$ cat src/hdl/sfr_pkg.sv
// ----------------------------------------------------------------------------
// sfr_pkg
// Shared types, constants and the CRC-8 step function of the frame receiver.
// ----------------------------------------------------------------------------
package sfr_pkg;

    localparam int unsigned BYTE_W   = 8;
    localparam int unsigned LEN_W    = 16;
    localparam int unsigned VERDICT_W = 3;
    localparam int unsigned CFG_IDX_W = 2;
    localparam int unsigned CFG_DATA_W = 16;

    // Configuration register indexes.
    localparam logic [CFG_IDX_W-1:0] CFG_MY_ADDRESS = 2'd0;
    localparam logic [CFG_IDX_W-1:0] CFG_MIN_LENGTH = 2'd1;
    localparam logic [CFG_IDX_W-1:0] CFG_END_MARKER = 2'd2;

    // Verdict codes.
    localparam logic [VERDICT_W-1:0] VERDICT_OK     = 3'd0;
    localparam logic [VERDICT_W-1:0] VERDICT_SHORT  = 3'd1;
    localparam logic [VERDICT_W-1:0] VERDICT_MARKER = 3'd2;
    localparam logic [VERDICT_W-1:0] VERDICT_CRC    = 3'd3;
    localparam logic [VERDICT_W-1:0] VERDICT_ADDR   = 3'd4;

    localparam logic [LEN_W-1:0]  ABS_MIN_LENGTH = 16'd6;
    localparam logic [BYTE_W-1:0] CRC_POLY       = 8'h8C;

    localparam logic [BYTE_W-1:0] MY_ADDRESS_RST = 8'd0;
    localparam logic [LEN_W-1:0]  MIN_LENGTH_RST = 16'd6;
    localparam logic [BYTE_W-1:0] END_MARKER_RST = 8'd4;

    typedef struct packed {
        logic [BYTE_W-1:0] my_address;
        logic [LEN_W-1:0]  min_length;
        logic [BYTE_W-1:0] end_marker;
    } cfg_t;

    typedef struct packed {
        logic              valid;
        logic [BYTE_W-1:0] data_byte;
        logic              frame_start;
    } item_t;

    typedef struct packed {
        logic                 valid;
        logic [VERDICT_W-1:0] verdict;
        logic [BYTE_W-1:0]    sender_address;
        logic [LEN_W-1:0]     frame_length;
    } result_t;

    // One byte of the reflected Dallas/Maxim CRC-8, initial value zero.
    function automatic logic [BYTE_W-1:0] crc8_step(
        input logic [BYTE_W-1:0] crc,
        input logic [BYTE_W-1:0] b
    );
        logic [BYTE_W-1:0] v;
        v = crc ^ b;
        for (int i = 0; i < BYTE_W; i++) begin
            if (v[0])
            begin
                v = (v >> 1) ^ CRC_POLY;
            end
            else
            begin
                v = v >> 1;
            end
        end
        return v;
    endfunction

endpackage

$ cat src/hdl/sfr_in_stage.sv
// ----------------------------------------------------------------------------
// sfr_in_stage
// Input register: captures one byte per transfer and holds it until the
// parser can take it.
// ----------------------------------------------------------------------------
module sfr_in_stage (
    input  logic                     clk,
    input  logic                     rst_n,
    input  logic                     in_valid,
    output logic                     in_stall,
    input  logic [sfr_pkg::BYTE_W-1:0] data_byte,
    input  logic                     frame_start,
    input  logic                     advance,
    output sfr_pkg::item_t           item
);
    import sfr_pkg::*;

    logic              valid_reg;
    logic              valid_next;
    logic [BYTE_W-1:0] data_reg;
    logic              start_reg;
    logic              take;

    // The held byte blocks the port only while the result side cannot move.
    assign in_stall   = valid_reg & ~advance;
    assign take       = in_valid & ~in_stall;
    assign valid_next = take | (valid_reg & ~advance);

    always_ff @(posedge clk or negedge rst_n)
    begin
        if (!rst_n)
        begin
            valid_reg <= 1'b0;
        end
        else
        begin
            valid_reg <= valid_next;
        end
    end

    always_ff @(posedge clk)
    begin
        if (take)
        begin
            data_reg  <= data_byte;
            start_reg <= frame_start;
        end
    end

    assign item.valid       = valid_reg;
    assign item.data_byte   = data_reg;
    assign item.frame_start = start_reg;

endmodule

$ cat src/hdl/sfr_parse.sv
// ----------------------------------------------------------------------------
// sfr_parse
// Frame state machine: tracks the byte position, runs the CRC, checks the
// length and produces the verdict at the last byte or at a rejected length.
// ----------------------------------------------------------------------------
module sfr_parse (
    input  logic             clk,
    input  logic             rst_n,
    input  sfr_pkg::cfg_t    cfg,
    input  sfr_pkg::item_t   item,
    input  logic             advance,
    output sfr_pkg::result_t res
);
    import sfr_pkg::*;

    typedef enum logic [1:0] {
        PH_IDLE,
        PH_HEADER,
        PH_BODY
    } phase_t;

    phase_t            phase_reg, phase_next, phase_eff;
    logic [LEN_W-1:0]  byte_index_reg, byte_index_next, idx_eff;
    logic [LEN_W-1:0]  length_reg, length_next, len_eff;
    logic [BYTE_W-1:0] crc_reg, crc_next, crc_eff;
    logic              crc_ok_reg, crc_ok_next, crc_ok_eff;
    logic [BYTE_W-1:0] sender_reg, sender_next, sender_eff;
    logic              match_reg, match_next, match_eff;
    logic [LEN_W:0]    idx_plus2;
    logic [LEN_W-1:0]  len_new;
    logic              step;
    logic [BYTE_W-1:0] b;

    assign step = item.valid & advance;
    assign b    = item.data_byte;

    always_comb
    begin
        if (item.frame_start)
        begin
            phase_eff  = PH_HEADER;
            idx_eff    = '0;
            len_eff    = '0;
            crc_eff    = '0;
            crc_ok_eff = 1'b0;
            sender_eff = '0;
            match_eff  = 1'b0;
        end
        else
        begin
            phase_eff  = phase_reg;
            idx_eff    = byte_index_reg;
            len_eff    = length_reg;
            crc_eff    = crc_reg;
            crc_ok_eff = crc_ok_reg;
            sender_eff = sender_reg;
            match_eff  = match_reg;
        end

        phase_next      = phase_eff;
        byte_index_next = idx_eff;
        length_next     = len_eff;
        crc_next        = crc_eff;
        crc_ok_next     = crc_ok_eff;
        sender_next     = sender_eff;
        match_next      = match_eff;
        idx_plus2       = {1'b0, idx_eff} + {{(LEN_W-1){1'b0}}, 2'd2};
        len_new         = {len_eff[LEN_W-1:BYTE_W], b};

        res.valid          = 1'b0;
        res.verdict        = VERDICT_OK;
        res.sender_address = sender_eff;
        res.frame_length   = len_eff;

        unique case (phase_eff)
            PH_HEADER:
            begin
                crc_next        = crc8_step(crc_eff, b);
                byte_index_next = idx_eff + 16'd1;
                if (idx_eff == 16'd0)
                begin
                    match_next = (b == cfg.my_address);
                end
                else if (idx_eff == 16'd1)
                begin
                    sender_next = b;
                end
                else if (idx_eff == 16'd2)
                begin
                    length_next = {b, {BYTE_W{1'b0}}};
                end
                else
                begin
                    length_next      = len_new;
                    res.frame_length = len_new;
                    if (len_new < ABS_MIN_LENGTH || len_new < cfg.min_length)
                    begin
                        res.valid       = 1'b1;
                        res.verdict     = VERDICT_SHORT;
                        phase_next      = PH_IDLE;
                        byte_index_next = idx_eff;
                    end
                    else
                    begin
                        phase_next = PH_BODY;
                    end
                end
            end
            PH_BODY:
            begin
                if (idx_plus2 < {1'b0, len_eff})
                begin
                    crc_next        = crc8_step(crc_eff, b);
                    byte_index_next = idx_eff + 16'd1;
                end
                else if (idx_plus2 == {1'b0, len_eff})
                begin
                    crc_ok_next     = (crc_eff == b);
                    byte_index_next = idx_eff + 16'd1;
                end
                else
                begin
                    // Last byte: end marker first, then CRC, then address.
                    res.valid  = 1'b1;
                    phase_next = PH_IDLE;
                    if (b != cfg.end_marker)
                    begin
                        res.verdict = VERDICT_MARKER;
                    end
                    else if (!crc_ok_eff)
                    begin
                        res.verdict = VERDICT_CRC;
                    end
                    else if (!match_eff)
                    begin
                        res.verdict = VERDICT_ADDR;
                    end
                    else
                    begin
                        res.verdict = VERDICT_OK;
                    end
                end
            end
            default:
            begin
                phase_next = PH_IDLE;
            end
        endcase

        res.valid = res.valid & step;
    end

    always_ff @(posedge clk or negedge rst_n)
    begin
        if (!rst_n)
        begin
            phase_reg      <= PH_IDLE;
            byte_index_reg <= '0;
            length_reg     <= '0;
            crc_reg        <= '0;
            crc_ok_reg     <= 1'b0;
            sender_reg     <= '0;
            match_reg      <= 1'b0;
        end
        else if (step)
        begin
            phase_reg      <= phase_next;
            byte_index_reg <= byte_index_next;
            length_reg     <= length_next;
            crc_reg        <= crc_next;
            crc_ok_reg     <= crc_ok_next;
            sender_reg     <= sender_next;
            match_reg      <= match_next;
        end
    end

endmodule

$ cat src/hdl/sfr_out_stage.sv
// ----------------------------------------------------------------------------
// sfr_out_stage
// Result register: holds one verdict until the receiving side takes it.
// ----------------------------------------------------------------------------
module sfr_out_stage (
    input  logic                          clk,
    input  logic                          rst_n,
    input  sfr_pkg::result_t              res,
    output logic                          advance,
    output logic                          out_valid,
    input  logic                          out_stall,
    output logic [sfr_pkg::VERDICT_W-1:0] verdict,
    output logic [sfr_pkg::BYTE_W-1:0]    sender_address,
    output logic [sfr_pkg::LEN_W-1:0]     frame_length
);
    import sfr_pkg::*;

    logic                 valid_reg;
    logic                 valid_next;
    logic [VERDICT_W-1:0] verdict_reg;
    logic [BYTE_W-1:0]    sender_reg;
    logic [LEN_W-1:0]     length_reg;

    // The register is free when empty or when its result is taken this cycle.
    assign advance    = ~valid_reg | ~out_stall;
    assign valid_next = res.valid | (valid_reg & out_stall);

    always_ff @(posedge clk or negedge rst_n)
    begin
        if (!rst_n)
        begin
            valid_reg <= 1'b0;
        end
        else
        begin
            valid_reg <= valid_next;
        end
    end

    always_ff @(posedge clk)
    begin
        if (res.valid)
        begin
            verdict_reg <= res.verdict;
            sender_reg  <= res.sender_address;
            length_reg  <= res.frame_length;
        end
    end

    assign out_valid      = valid_reg;
    assign verdict        = verdict_reg;
    assign sender_address = sender_reg;
    assign frame_length   = length_reg;

endmodule

$ cat src/hdl/serial_frame_receiver_crc8_unit.sv
// ----------------------------------------------------------------------------
// serial_frame_receiver_crc8_unit
// Length-prefixed frame receiver with a running Dallas/Maxim CRC-8 check.
// ----------------------------------------------------------------------------
// The unit takes one frame byte per clock cycle unless input is held back. Each
// byte is captured in an input register, processed by the frame state machine
// from there and, when it ends a frame, its verdict is loaded into the result
// register, which presents it until the output side takes it. The one-cycle rate
// is set by the CRC-8 byte update, which runs as a single step of combinational
// logic; input is held back only while a verdict waits in the result register
// and the output is stalled. Configuration writes take effect on the next
// clock edge and are meant to be made between frames.
module serial_frame_receiver_crc8_unit (
    input  logic                              clk,
    input  logic                              rst_n,
    input  logic                              in_valid,
    output logic                              in_stall,
    input  logic [sfr_pkg::BYTE_W-1:0]        data_byte,
    input  logic                              frame_start,
    output logic                              out_valid,
    input  logic                              out_stall,
    output logic [sfr_pkg::VERDICT_W-1:0]     verdict,
    output logic [sfr_pkg::BYTE_W-1:0]        sender_address,
    output logic [sfr_pkg::LEN_W-1:0]         frame_length,
    input  logic                              cfg_write_en,
    input  logic [sfr_pkg::CFG_IDX_W-1:0]     cfg_index,
    input  logic [sfr_pkg::CFG_DATA_W-1:0]    cfg_data
);
    import sfr_pkg::*;

    cfg_t    cfg_reg;
    item_t   item;
    result_t res;
    logic    advance;

    always_ff @(posedge clk or negedge rst_n)
    begin
        if (!rst_n)
        begin
            cfg_reg.my_address <= MY_ADDRESS_RST;
            cfg_reg.min_length <= MIN_LENGTH_RST;
            cfg_reg.end_marker <= END_MARKER_RST;
        end
        else if (cfg_write_en)
        begin
            unique case (cfg_index)
                CFG_MY_ADDRESS: cfg_reg.my_address <= cfg_data[BYTE_W-1:0];
                CFG_MIN_LENGTH: cfg_reg.min_length <= cfg_data[LEN_W-1:0];
                CFG_END_MARKER: cfg_reg.end_marker <= cfg_data[BYTE_W-1:0];
                default:
                begin
                end
            endcase
        end
    end

    sfr_in_stage u_in_stage (
        .clk         (clk),
        .rst_n       (rst_n),
        .in_valid    (in_valid),
        .in_stall    (in_stall),
        .data_byte   (data_byte),
        .frame_start (frame_start),
        .advance     (advance),
        .item        (item)
    );

    sfr_parse u_parse (
        .clk     (clk),
        .rst_n   (rst_n),
        .cfg     (cfg_reg),
        .item    (item),
        .advance (advance),
        .res     (res)
    );

    sfr_out_stage u_out_stage (
        .clk            (clk),
        .rst_n          (rst_n),
        .res            (res),
        .advance        (advance),
        .out_valid      (out_valid),
        .out_stall      (out_stall),
        .verdict        (verdict),
        .sender_address (sender_address),
        .frame_length   (frame_length)
    );

    // Input is held back only by a verdict that the output side refuses.
    a_stall_cause: assert property (@(posedge clk) disable iff (!rst_n)
        in_stall |-> (out_valid && out_stall))
        else $error("input stalled without output backpressure");

    a_verdict_range: assert property (@(posedge clk) disable iff (!rst_n)
        out_valid |-> (verdict <= VERDICT_ADDR))
        else $error("verdict code out of range");

    a_short_length: assert property (@(posedge clk) disable iff (!rst_n)
        (out_valid && verdict == VERDICT_SHORT) |->
            (frame_length < ABS_MIN_LENGTH || frame_length < cfg_reg.min_length))
        else $error("short-frame verdict with an acceptable length");

    a_no_lost_result: assert property (@(posedge clk) disable iff (!rst_n)
        (out_valid && out_stall) |-> !res.valid)
        else $error("new verdict produced while the result register is blocked");

endmodule

$ cat config.mk
export PLATFORM = sky130hd
export DESIGN_NAME = serial_frame_receiver_crc8_unit
export DESIGN_NICKNAME = d
export VERILOG_FILES = /design/src/hdl/sfr_pkg.sv /design/src/hdl/sfr_in_stage.sv /design/src/hdl/sfr_parse.sv /design/src/hdl/sfr_out_stage.sv /design/src/hdl/serial_frame_receiver_crc8_unit.sv
export SDC_FILE = /design/constraint.sdc
export NUM_CORES = 1
export LEC_CHECK = 0
export BUFFER_PORTS_ARGS = -buffer_cell sky130_fd_sc_hd__buf_2
export CORE_ASPECT_RATIO = 0.5
export CORE_MARGIN = 4
export CORE_UTILIZATION = 39
export DETAILED_ROUTE_END_ITERATION = 16
export PLACE_DENSITY = 0.6
export SLEW_MARGIN = 20
export SYNTH_ARGS = -nofsm -noshare
export SYNTH_HDL_FRONTEND = slang
export SYNTH_SLANG_ARGS = --single-unit
$ cat constraint.sdc
create_clock -name clk -period 10.42 [get_ports clk]
set_clock_uncertainty 0.05 [all_clocks]
set_input_delay 0 -clock clk [delete_from_list [all_inputs] [get_ports clk]]
set_output_delay 0 -clock clk [all_outputs]
set_load 0.01 [all_outputs]
==> summary.md <==
| Metric | Value |
|---|---|
| Status | `complete, no violations` |
| Flop2flop setup slack | `4.94 ns` |
| Horiz. Die Dim | `201 µm` |
| CP arrival | `5.53 ns` |
| Most common cell after layout, fill and taps aside | `dfrtp_1` |
| Htree depth | `4` |
| Number of flops mapped to enable cells by yosys | `36` |
| Met1 GRT Util | `26.6%` |
| Vias in the first global route | `5936` |
| Dpl hpwl | `13500 µm` |
| FP Rows | `34` |
| GPL Wtd Cong | `0.893` |
| Detailed-route DRC error count | `0` |
| ANT cells | `0` |
| Tot GR Track Use | `19.3%` |
| Fin. max-slew vios | `0` |
| CTS max path bufs | `2` |
| I/O Pins | `61` |
| Crit start category | `register` |
| Initial antenna violation count | `0` |
| Synth cell types | `73` |
| GRT busiest layer | `met2` |
| Crit Path Max Fanout | `65` |
| Worst vdd ir | `0.124 mV` |
| Cts bufs inserted | `17` |
| Detailed-route vias per instance | `5.63` |
| Cells after synthesis | `717` |
| Leakage | `3.75 nW` |
| Cell area power density | `211 nW/µm²` |
| Drt pass-1 iters | `4` |
| Die ar. | `21000 µm²` |
| FF-to-FF path depth | `18` |
| Worst R2R Start | `u_in_stage.start_reg` |
| RSZ-0062 raised after global routing | `false` |
| Met2 GRT Util | `30.5%` |
| Worst endpoint required time | `10.47 ns` |
| First-pass GRT wire length | `32400 µm` |
| Final worst path period need | `5.48 ns` |
| Grt ovf | `0` |
| Final worst setup slack | `4.94 ns` |
| WL/cell | `19.0 µm` |
| Hold Fails Final Rpt | `0` |
| Clock Sinks | `122` |
| Tcrit/Tclk final | `52.6%` |
| Drt initial violations | `446` |
| Area of the multi-input gates | `3710 µm²` |
| Sequential share of the synthesized area | `44.6%` |
| CTS clk-pin slew, worst paths | `0.06 ns` |
| Share of layout cells above drive strength 1 | `18.0%` |
| Hold slack | `0.0331 ns` |
| TritonCTS clock tree | `done` |
| Worst setup path class | `reg -> reg` |
| Core box area | `17800 µm²` |
| Most frequent cells in the layout | `dfrtp_1 (83), nand2_1 (68), buf_2 (59)` |
| Final core utilization | `48.6%` |
| Clock Latency Late Sink | `0.42 ns` |
| Least-Margin Pin Slew | `1.03 ns` |
| I/O Buffers | `60` |
| Reg2reg end | `u_out_stage.verdict[1]` |
| YS warnings | `0` |
| Layout Nets | `868` |
| Dominant cell type by area after synthesis | `dfrtp_1` |
| Largest net degree at the start of global routing | `66` |
| Sequential Area | `3240 µm²` |
| Syn Nets | `787` |
| Synth Register Bits | `122` |
| Asr flop ratio synth | `70.5%` |
| Synth-to-Final Area Change | `19.3%` |
| Slew Limit Headroom | `31.3%` |
| Number of fill cells | `1608` |
| ANT nets after route | `0` |
| Syn_area_per_cell | `10.1 µm²` |
| Die extent in y | `104 µm` |
| Largest register FFs | `32` |
| GR Util met3 | `4.52%` |
| Mapped cell area | `7260 µm²` |
| Maxcap violations | `0` |
| Via count | `5881` |
| Initial core utilization | `40.7%` |
| Setup Viol. Count Final | `0` |
| Root buffer cell | `clkbuf_16` |
| Pre-CTS WS | `5.00 ns` |
| Fmax | `182 MHz` |
| Post_cts resized | `0` |
| Synth top area cells | `dfrtp_1 (29%), edfxtp_1 (15%), ha_1 (6.6%), xnor2_1 (5.4%), mux2_2 (5.0%)` |
| Ys flop type | `dfrtp_1` |
| Routed Wire Length | `19900 µm` |
| Setup TNS | `0 ns` |
| CP Capture Type | `register` |
| Synth top area share | `28.6%` |
| Worst Hold Class | `in -> async` |
## per-layer routing
metal | part of all wire [%] | wire length [µm]
met5 | 0 | 0
met4 | 1.2 | 241
met3 | 6.9 | 1370
met2 | 46 | 9070
met1 | 46 | 9190
## Yosys cell counts (all sizes together) (13+ instances only)
master and instances:
dfrtp 83, mux2 32, xor2 13, a22o 23, buf 21, nand3 16, xnor2 45, nand4 18
nor2b 22, o21ai 35, a21oi 26, nor2 46, clkbuf 19, inv 35, nand2 68, ha 38
edfxtp 36
## cell families (layout without fill, tap and decap cells)
logic type / count (synthesis) / count (layout) / synth area share, %
AND/OR/NAND/NOR: 233 / 233 / 16.6
AO/OA/AOI/OAI: 155 / 155 / 15.6
flip-flops: 122 / 122 / 44.6
buffers and inverters: 76 / 170 / 4.34
XOR/XNOR: 58 / 58 / 7.00
adder cells (fa/ha/maj): 38 / 38 / 6.55
multiplexers: 35 / 35 / 5.38
## worst max path at each step
stage               depth (start not counted)            startpoint                             to  slack [ns]
global placement                           18  u_in_stage.start_reg    u_out_stage.frame_length[0]        5.26
finish                                     18  u_in_stage.start_reg         u_out_stage.verdict[1]        4.94
global route                               18  u_in_stage.start_reg  u_out_stage.sender_address[2]        4.53
CTS                                        18  u_in_stage.start_reg  u_out_stage.sender_address[2]        4.94
floorplan                                  17  u_in_stage.start_reg    u_out_stage.frame_length[0]        5.29
detailed placement                         18  u_in_stage.start_reg    u_out_stage.frame_length[0]        5.00
## through the flow
step                      instances  cell area (µm²)  power, mW
after global routing           1045             8650       1.93
final                          1045             8650       1.82
after floorplan                 717             7260       1.07
after detailed placement        976             7720       1.23
after CTS                      1045             8650       1.82
after global placement          976             7710       1.22
## what timing repair did
item,CTS,global route
setup buffers,0,0
endpoints found under the setup margin,0,0
endpoints found under the hold margin,78,0
hold buffers,37,0
## worst max-delay path, cell delays in order (launching register included)
cell	delay [ns]
edfxtp_1	0.35
buf_4	0.32
nand2b_1	0.37
inv_1	0.17
ha_1	0.31
and4_1	0.31
and4_1	0.30
and3_1	0.23
nand2_1	0.08
xnor2_1	0.14
ha_1	0.31
nand3_1	0.13
nor3_1	0.20
a221oi_1	0.17
and4_1	0.33
nor3_1	0.38
nor2_1	0.13
nor2_2	0.48
buf_4	0.37
## area by class of cell
type | instances | share of cell area, %
Clock buffer | 17 | 4.92
Clock inverter | 15 | 1.63
Inverter | 36 | 1.56
Multi-Input combinational cell | 519 | 42.9
Sequential cell | 122 | 37.4
Tap cell | 234 | 3.38
Timing Repair Buffer | 102 | 8.21
## power by group
group | switching [mW] | internal (mW)
Clock | 0.245 | 0.333
Sequential | 0.0720 | 0.583
Combinational | 0.348 | 0.241
Total | 0.665 | 1.16
Power figures use the tool's default switching activity.
